### config.mk
export PLATFORM = sky130hd
export DESIGN_NAME = pwvm_ctrl
export DESIGN_NICKNAME = d
export VERILOG_FILES = /design/src/rtl/pwvm_pkg.sv /design/src/rtl/pwvm_ctrl.sv
export SDC_FILE = /design/constraint.sdc
export NUM_CORES = 1
export LEC_CHECK = 0
export BUFFER_PORTS_ARGS = -buffer_cell sky130_fd_sc_hd__buf_2
export CAP_MARGIN = 10
export CORE_AREA = 2 2 39 41
export DETAILED_ROUTE_END_ITERATION = 7
export DIE_AREA = 0 0 41 43
export HOLD_SLACK_MARGIN = 0.08
export PLACE_DENSITY = 0.73
export SETUP_SLACK_MARGIN = 0.2
export SYNTH_ARGS = -nofsm -noshare
export SYNTH_HDL_FRONTEND = slang
export SYNTH_SLANG_ARGS = --single-unit
### constraint.sdc
create_clock -name clk -period 4.5 [get_ports clk]
set_input_delay 0.9 -clock clk [delete_from_list [all_inputs] [get_ports clk]]
set_output_delay 0.9 -clock clk [all_outputs]
set_load 0.005 [all_outputs]
### src/rtl/pwvm_pkg.sv
package pwvm_pkg;

  localparam int NUM_VOICES    = 8;
  localparam int BUFFER_LEN    = 64;
  localparam int TABLE_SIZE    = 2048;
  localparam int RAMP_STEPS    = 32;
  localparam int RIGHT_BUTTONS = 64;
  localparam int LEFT_COUNT    = 24;

  localparam int VOICE_W    = $clog2(NUM_VOICES);
  localparam int TIDX_W     = $clog2(TABLE_SIZE);
  localparam int WAVE_DEPTH = 3 * TABLE_SIZE;
  localparam int WADDR_W    = $clog2(WAVE_DEPTH);
  localparam int TICK_W     = $clog2(BUFFER_LEN + 1);
  localparam int RAMP_W     = $clog2(RAMP_STEPS + 1);
  localparam int SAMPLE_W   = 23;
  localparam int SUM_W      = 36;
  localparam int OUT_MAX    = 4194303;
  localparam int OUT_MIN    = -4194304;

  localparam logic [2:0] MODE_RIGHT_ON  = 3'd0;
  localparam logic [2:0] MODE_RIGHT_OFF = 3'd1;
  localparam logic [2:0] MODE_LEFT_ON   = 3'd2;
  localparam logic [2:0] MODE_LEFT_OFF  = 3'd3;
  localparam logic [2:0] MODE_TICK      = 3'd4;
  localparam logic [2:0] MODE_TABLE     = 3'd5;

  localparam logic [1:0] CFG_BASS_VOL   = 2'd0;
  localparam logic [1:0] CFG_CHORDS_VOL = 2'd1;
  localparam logic [1:0] CFG_MELODY_VOL = 2'd2;
  localparam logic [1:0] CFG_VIB_RATE   = 2'd3;

  typedef enum logic [3:0] {
    OP_NONE,
    OP_CLEAR,
    OP_LATCH,
    OP_SCAN,
    OP_APPLY,
    OP_T_RD,
    OP_T_MUL1,
    OP_T_MUL2,
    OP_T_ACC,
    OP_T_FINISH
  } op_t;

  typedef struct packed {
    op_t                op;
    logic [VOICE_W-1:0] vidx;
  } cmd_t;

  typedef struct packed {
    logic clr_last;
    logic out_busy;
  } stat_t;

  function automatic logic [31:0] semitone(input logic [3:0] k);
    logic [31:0] r;
    case (k)
      4'd0:    r = 32'd21500000;
      4'd1:    r = 32'd22778457;
      4'd2:    r = 32'd24132934;
      4'd3:    r = 32'd25567953;
      4'd4:    r = 32'd27088303;
      4'd5:    r = 32'd28699057;
      4'd6:    r = 32'd30405592;
      4'd7:    r = 32'd32213602;
      4'd8:    r = 32'd34129123;
      4'd9:    r = 32'd36158546;
      4'd10:   r = 32'd38308645;
      4'd11:   r = 32'd40586595;
      default: r = 32'd0;
    endcase
    return r;
  endfunction

  function automatic logic [4:0] left_note(input logic [4:0] b);
    logic [4:0] r;
    case (b)
      5'd0:    r = 5'd5;
      5'd1:    r = 5'd0;
      5'd2:    r = 5'd17;
      5'd3:    r = 5'd12;
      5'd4:    r = 5'd7;
      5'd5:    r = 5'd2;
      5'd6:    r = 5'd19;
      5'd7:    r = 5'd14;
      5'd8:    r = 5'd9;
      5'd9:    r = 5'd4;
      5'd10:   r = 5'd21;
      5'd11:   r = 5'd16;
      5'd12:   r = 5'd11;
      5'd13:   r = 5'd6;
      5'd14:   r = 5'd23;
      5'd15:   r = 5'd18;
      5'd16:   r = 5'd1;
      5'd17:   r = 5'd8;
      5'd18:   r = 5'd13;
      5'd19:   r = 5'd20;
      5'd20:   r = 5'd3;
      5'd21:   r = 5'd10;
      5'd22:   r = 5'd15;
      5'd23:   r = 5'd22;
      default: r = 5'd0;
    endcase
    return r;
  endfunction

  // m is the note offset by two octaves (0..77)
  function automatic logic [31:0] note_incr(input logic [6:0] m);
    logic [2:0]  oct;
    logic [6:0]  semi;
    logic [39:0] v;
    oct = 3'd0;
    if (m >= 7'd12) oct = 3'd1;
    if (m >= 7'd24) oct = 3'd2;
    if (m >= 7'd36) oct = 3'd3;
    if (m >= 7'd48) oct = 3'd4;
    if (m >= 7'd60) oct = 3'd5;
    if (m >= 7'd72) oct = 3'd6;
    semi = m - ({1'b0, oct, 3'b000} + {2'b00, oct, 2'b00});
    v = {8'd0, semitone(semi[3:0])} << oct;
    v = v + 40'd2;
    return v[33:2];
  endfunction

endpackage

### src/rtl/pwvm_ctrl.sv
module pwvm_ctrl
  import pwvm_pkg::*;
(
  input  logic       clk,
  input  logic       rst,
  input  logic       in_valid,
  input  logic [2:0] mode,
  output logic       in_stall,
  input  stat_t      stat,
  output cmd_t       cmd
);

  typedef enum logic [3:0] {
    S_CLEAR, S_IDLE, S_SCAN, S_APPLY, S_T_RD, S_T_MUL1, S_T_MUL2, S_T_ACC, S_T_DONE
  } state_t;

  localparam logic [VOICE_W-1:0] LAST_VOICE  = VOICE_W'(NUM_VOICES - 1);
  localparam logic [VOICE_W-1:0] FIRST_MELODY = VOICE_W'(2);

  state_t             state;
  logic [VOICE_W-1:0] vidx;

  assign in_stall = (state != S_IDLE);

  always_comb begin
    cmd.vidx = vidx;
    case (state)
      S_CLEAR:  cmd.op = OP_CLEAR;
      S_IDLE:   cmd.op = in_valid ? OP_LATCH : OP_NONE;
      S_SCAN:   cmd.op = OP_SCAN;
      S_APPLY:  cmd.op = OP_APPLY;
      S_T_RD:   cmd.op = OP_T_RD;
      S_T_MUL1: cmd.op = OP_T_MUL1;
      S_T_MUL2: cmd.op = OP_T_MUL2;
      S_T_ACC:  cmd.op = OP_T_ACC;
      S_T_DONE: cmd.op = stat.out_busy ? OP_NONE : OP_T_FINISH;
      default:  cmd.op = OP_NONE;
    endcase
  end

  always_ff @(posedge clk) begin
    if (rst) begin
      state <= S_CLEAR;
      vidx  <= '0;
    end else begin
      case (state)
        S_CLEAR: begin
          if (stat.clr_last) state <= S_IDLE;
        end
        S_IDLE: begin
          if (in_valid) begin
            case (mode)
              MODE_RIGHT_ON, MODE_RIGHT_OFF: begin
                vidx  <= FIRST_MELODY;
                state <= S_SCAN;
              end
              MODE_LEFT_ON, MODE_LEFT_OFF, MODE_TABLE: state <= S_APPLY;
              MODE_TICK: begin
                vidx  <= '0;
                state <= S_T_RD;
              end
              default: state <= S_IDLE;
            endcase
          end
        end
        S_SCAN: begin
          if (vidx == LAST_VOICE) state <= S_APPLY;
          else vidx <= vidx + 1'b1;
        end
        S_APPLY:  state <= S_IDLE;
        S_T_RD:   state <= S_T_MUL1;
        S_T_MUL1: state <= S_T_MUL2;
        S_T_MUL2: state <= S_T_ACC;
        S_T_ACC: begin
          if (vidx == LAST_VOICE) state <= S_T_DONE;
          else begin
            vidx  <= vidx + 1'b1;
            state <= S_T_RD;
          end
        end
        S_T_DONE: begin
          if (!stat.out_busy) state <= S_IDLE;
        end
        default: state <= S_IDLE;
      endcase
    end
  end

endmodule

==> results.toml, run 1 <==
[synth]
synthArstFlopShare_pct = 0
yosysMostFrequentCell = "dfxtp_1"
yosysWarnings = 0
synth_edf_count = 0
syn_area_sq_um = 550.5
synth_nets = 82
syn_avg_cell_area_sq_um = 7.646
synth_area_leaders = "dfxtp_1 (25%), a21oi_1 (5.5%), or4b_4 (5.0%), ha_1 (4.5%), nand2b_1 (4.5%)"
synth_top_area_share_pct = 25.45
ys.flop_type = "dfxtp_1"
ys_ff_latch = 7
synth_seq_area_share_pct = 25.45
yosys.area.top_type = "dfxtp_1"
synth_cells = 72
synth_cell_type_count = 27
yosys-top-cells-count = "dfxtp_1 (7), a21oi_1 (6)"

[power_and_ir_drop]
cellInternalPower_mw = 0.1193
combPwrFrac_pct = 23.9
power.share.sequential_pct = 43.8
power_leakage_nw = 0.2840
p_switching_mw = 0.04681
power_density_nw_per_um2 = 252.9
clockPowerShare_pct = 32.4
switching_share_pct = 28.17
power.ir.vdd_worst_mv = 0.1137

[timing]
hold_violations = 0
fin_crit_sh_pct = 54.87
finalMaxSlewViolations = 0
clock.fmax_ghz = 0.4050
setup_viol = 0
worst_pin_slew_ps = 427.3
finalClockSkew_ps = 3.723
fin_setup_tns_ps = 0
slew_headroom_pct = 70.77
fin_crit_ps = 2469
rsz0062_at_grt = "false"

[clock_network]
insertion_delay_ps = 240
postCtsHoldBufs = 0
htree_levels = 1
postCtsSetupRepairBufs = 0
cts_tree = "built"
clock_sinks = 7
cts_resized = 0
cts_root_buf = "clkbuf_4"
clk_path_buf_depth = 2
cts_buffers = 3
clkSlewWorstSetupHoldPaths_ps = 50

[route]
num_vias = 574
wl_met2_um = 595
routed_wl_um = 1219
drc = 0
antenna_left = 0
top_layer = "met4"
vias_per_cell = 5.573
routedWlPerCell_um = 11.83
drt_iter0_drc = 11
wl_met3_um = 52
met1_length_um = 560
drt_first_pass_iters = 4

[placement]
numPortBuffers = 15
place_hpwl_um = 957.9
gp_congestion = 0.7253

[final_layout]
n_fill_cell = 134
regArea_sq_um = 140.1
final_util_pct = 47.47
multi_input_area_sq_um = 380.4
diodes = 0
nets = 98
area_growth_pct = 19.32
drive_gt1_share_pct = 24.14

[setup_path]
critPathCaptureType = "output port"
cp.arrival_ps = 1570
path_class = "in -> out"
worstPathRequired_ps = 3600
cp-start-kind = "primary input"
reg2reg_slack_ps = 2590
crit_start = "stat[0]"
regToRegStartpoint = "state[0]$_SDFFE_PP0P_"
cp_max_fo = 4

[run_status]
status = "completed"

[floorplan]
initial_core_util_pct = 39.78
core-area_sq_um = 1384
die_y_um = 43
dieArea_sq_um = 1763
ioPinCount = 16
die_w_um = 41
num_rows = 14

[global_routing]
grt_start_max_net_pins = 14
grt_overflow = 0
antenna_found_initial = 0
grt_pass1_wl_um = 1904
grtUsageTotal_pct = 15.61
grt_pass1_vias = 474

[flow_run]
drv_cap = 0

[worst_hold_path]
min_from = "vidx[1]$_SDFFE_PP0P_"
hold_class = "reg -> reg"
state kept, by name, indices dropped and copies added, names as in the netlist:
register and flops:
state 4, vidx 3
cell usage in the layout (no fill, tap or decap), types with 2 or more instances in the layout:
cell type / n
a2111oi_0: 2
a21oi_1: 6
buf_2: 15
clkbuf_4: 3
dfxtp_1: 7
ha_1: 2
inv_1: 4
nand2_1: 4
nand2b_1: 4
nand3_1: 4
nor2_1: 4
nor2b_1: 3
nor3_1: 3
nor4_1: 2
nor4b_1: 2
o211ai_1: 3
o21ai_0: 3
or3_1: 4
or4b_4: 2
through the flow:
stage	hold WS [ps]	setup slack (ps)	total power [mW]	instance area [sq um]	cells
floorplan	470.0	2238	0.09876	550.5	72
global placement	478.3	2046	0.1123	630.6	99
detailed placement	486.1	2027	0.1137	630.6	99
CTS	491.8	2026	0.1690	656.9	103
global route	509.4	1996	0.1779	656.9	103
finish	484.6	2031	0.1662	656.9	103
power groups by stage:
stage / Sequential (mW) / Combinational, mW / Clock, mW
6_report: 0.0727 / 0.0397 / 0.0538
5_1_grt: 0.0733 / 0.0445 / 0.0601
4_1_cts: 0.0727 / 0.0400 / 0.0563
3_5_place_dp: 0.0739 / 0.0398 / 0
3_3_place_gp: 0.0735 / 0.0388 / 0
2_1_floorplan: 0.0688 / 0.0299 / 0
routing by layer:
| layer | GRT usage (%) | vias up |
|---|---|---|
| li1 | - | 299 |
| met1 | 20.13 | 259 |
| met2 | 23.44 | 14 |
| met3 | 1.571 | 2 |
| met4 | 10.00 | 0 |
| met5 | 0 | - |
area by class of cell:
type	count	area share (%)
clock buffer	4	4.000
inverter	4	2.286
multi-input combinational	57	57.90
sequential	7	21.33
tap	16	3.048
timing repair buffer	15	11.43
worst max-delay path, cell delays in order:
cell     delay [ps]
buf_2           110
or3_1           300
a21oi_1         130
buf_2           120
kinds of logic after synthesis:
family	after synthesis	share of synthesized area (%)
buffers and inverters	8	5.453
DFF	7	25.45
muxes	1	2.045
adders and majority gates	2	4.545
and+or+nand+nor	34	37.27
xor gates and xnor gates	2	3.182
AOI/OAI and AO/OA	18	22.05
worst paths after layout:
path                          endpoint  cells after the start
setup / recovery                cmd[3]                      4
hold reg to reg   vidx[1]$_SDFFE_PP0P_                      2
setup reg to reg  vidx[2]$_SDFFE_PP0P_                      4
hold / removal    vidx[1]$_SDFFE_PP0P_                      2
(Power assumes the default switching activity.)
==> run 2, diff against run 1 <==
- ABC_AREA: default -> 1
- PLACE_DENSITY: 0.73 -> 0.74
- clock period: 4.5 -> 2.49 ns (I/O delays scaled with it)
==> run 2 against run 1 <==
Non-clock buffer count unchanged; via count rose by 4.7%; global-route usage rose by 0.92 points; first-iteration DRC count is 9.1% lower; critical path type is now reg -> out; largest cell class unchanged; highest routed layer unchanged.
==> results.toml, run 2 <==
[timing]
rsz0062_at_grt = "false"
setup_viol = 0
slew_headroom_pct = 78.06
clock.fmax_ghz = 0.5823
finalMaxSlewViolations = 0
worst_pin_slew_ps = 328.7
fin_setup_tns_ps = 0
fin_crit_sh_pct = 68.97
finalClockSkew_ps = 1.088
hold_violations = 0
fin_crit_ps = 1717

[setup_path]
regToRegStartpoint = "vidx[0]$_SDFFE_PP0P_"
critPathCaptureType = "output port"
cp-start-kind = "register"
worstPathRequired_ps = 1990
path_class = "reg -> out"
crit_start = "state[0]$_SDFFE_PP0P_"
cp.arrival_ps = 1220
cp_max_fo = 7

[power_and_ir_drop]
power_leakage_nw = 0.3731
power_density_nw_per_um2 = 716.7
power.ir.vdd_worst_mv = 0.5146
power_mw = 0.4824

[final_layout]
drive_gt1_share_pct = 25.89
nets = 123
reg_top3 = "state: 4 flops, vidx: 3 flops"
area_growth_pct = 19.56
final_cells = 128
final_util_pct = 48.64
mostFrequentLayoutCells = "nand2_1 (28), buf_2 (15), inv_1 (13)"
largest_register = "state"
diodes = 0
n_fill_cell = 150
largest_reg_flops = 4
final_common_cell = "nand2_1"

[clock_network]
cts_root_buf = "clkbuf_4"
clk_path_buf_depth = 2
clock_sinks = 7
htree_levels = 1
cts_buffers = 3
cts_resized = 0
clkSlewWorstSetupHoldPaths_ps = 50
insertion_delay_ps = 250
postCtsHoldBufs = 0
cts_tree = "built"
postCtsSetupRepairBufs = 0

[route]
drt_iter0_drc = 10
routedWlPerCell_um = 8.969
drt_first_pass_iters = 4
antenna_left = 0
vias_per_cell = 4.695
num_vias = 601
drc = 0
routed_wl_um = 1148

[floorplan]
dieArea_sq_um = 1763
num_rows = 14
initial_core_util_pct = 40.69
ioPinCount = 16
die_w_um = 41
core-area_sq_um = 1384
die_y_um = 43

[synth]
yosys-top-cells-count = "nand2_1 (28), inv_1 (13), nor2_1 (11)"
synth_edf_count = 0
yosysWarnings = 0
ys_ff_latch = 7
syn_area_sq_um = 563.0
synthArstFlopShare_pct = 0
yosys.area.top_type = "dfxtp_1"
synth_cell_type_count = 20
syn_avg_cell_area_sq_um = 5.990
synth_area_leaders = "dfxtp_1 (25%), nand2_1 (19%), inv_1 (8.7%), nor2_1 (7.3%), o21ai_0 (5.3%)"
ys.flop_type = "dfxtp_1"
synth_nets = 104
synth_cells = 94
synth_seq_area_share_pct = 24.89
yosysMostFrequentCell = "nand2_1"
synth_top_area_share_pct = 24.89

[placement]
gp_congestion = 0.7265
place_hpwl_um = 975.5
placed_cells = 124
numPortBuffers = 15

[flow_run]
drv_cap = 0

[global_routing]
antenna_found_initial = 0
grt_overflow = 0
grt_pass1_wl_um = 2049
grtUsageTotal_pct = 16.53
use_met3_pct = 4.712
grt_start_max_net_pins = 9
met1_usage_pct = 19.22
top_usage_layer = "met2"
grt_pass1_vias = 539
use_met2_pct = 28.13

[worst_hold_path]
min_from = "rst"
hold_class = "in -> reg"

[run_status]
status = "completed"
run 2: kinds of logic after synthesis:
group	share of synthesized area (%)
compound gates	12.67
fa+ha+maj	4.444
simple gates	46.00
flops	24.89
buf+inv	12.00
run 2: where the power goes:
part / internal (mW) / switching, mW
clock network: 0.0610 / 0.0396
registers: 0.137 / 0.0284
logic: 0.0903 / 0.126
total: 0.289 / 0.194
run 2: worst paths after layout:
kind	endpoint	cells after the start	slack (ps)
worst max-delay path	cmd[4]	6	770
worst min-delay path	state[0]$_SDFFE_PP0P_	2	470
worst max register to register	state[0]$_SDFFE_PP0P_	8	1170
worst min register to register	vidx[1]$_SDFFE_PP0P_	4	530
run 2: through the flow:
| step | cell area [sq um] | worst slack (ps) | hold WS (ps) |
|---|---|---|---|
| 4_1_cts | 673.1 | 765.0 | 459.6 |
| 5_1_grt | 673.1 | 658.2 | 462.2 |
| 6_report | 673.1 | 772.7 | 466.7 |
| 2_1_floorplan | 563.0 | 1150 | 521.4 |
| 3_5_place_dp | 646.9 | 1011 | 527.9 |
| 3_3_place_gp | 646.9 | 1043 | 515.5 |
run 2: per-layer routing:
layer	wire length, um	share of wire [%]	vias to the layer above
li1	-	-	333
met1	511	45	252
met3	61	5.3	2
met5	0	0	-
met2	570	50	14
met4	4	0.35	0
run 2: area by class of cell:
class | count | area [sq um] | share of cell area (%)
Multi-Input combinational cell | 71 | 355.3 | 52.79
Clock buffer | 4 | 26.28 | 3.903
Sequential cell | 7 | 140.1 | 20.82
Tap cell | 16 | 20.02 | 2.974
Timing Repair Buffer | 15 | 75.07 | 11.15
Inverter | 15 | 56.30 | 8.364
run 2: worst max-delay path, stage by stage, from the launching register on:
cell and delay [ps]:
dfxtp_1 440, inv_1 80, nand2_1 90, a21oi_1 70, nand2_1 90, o21ai_0 70, buf_2 120
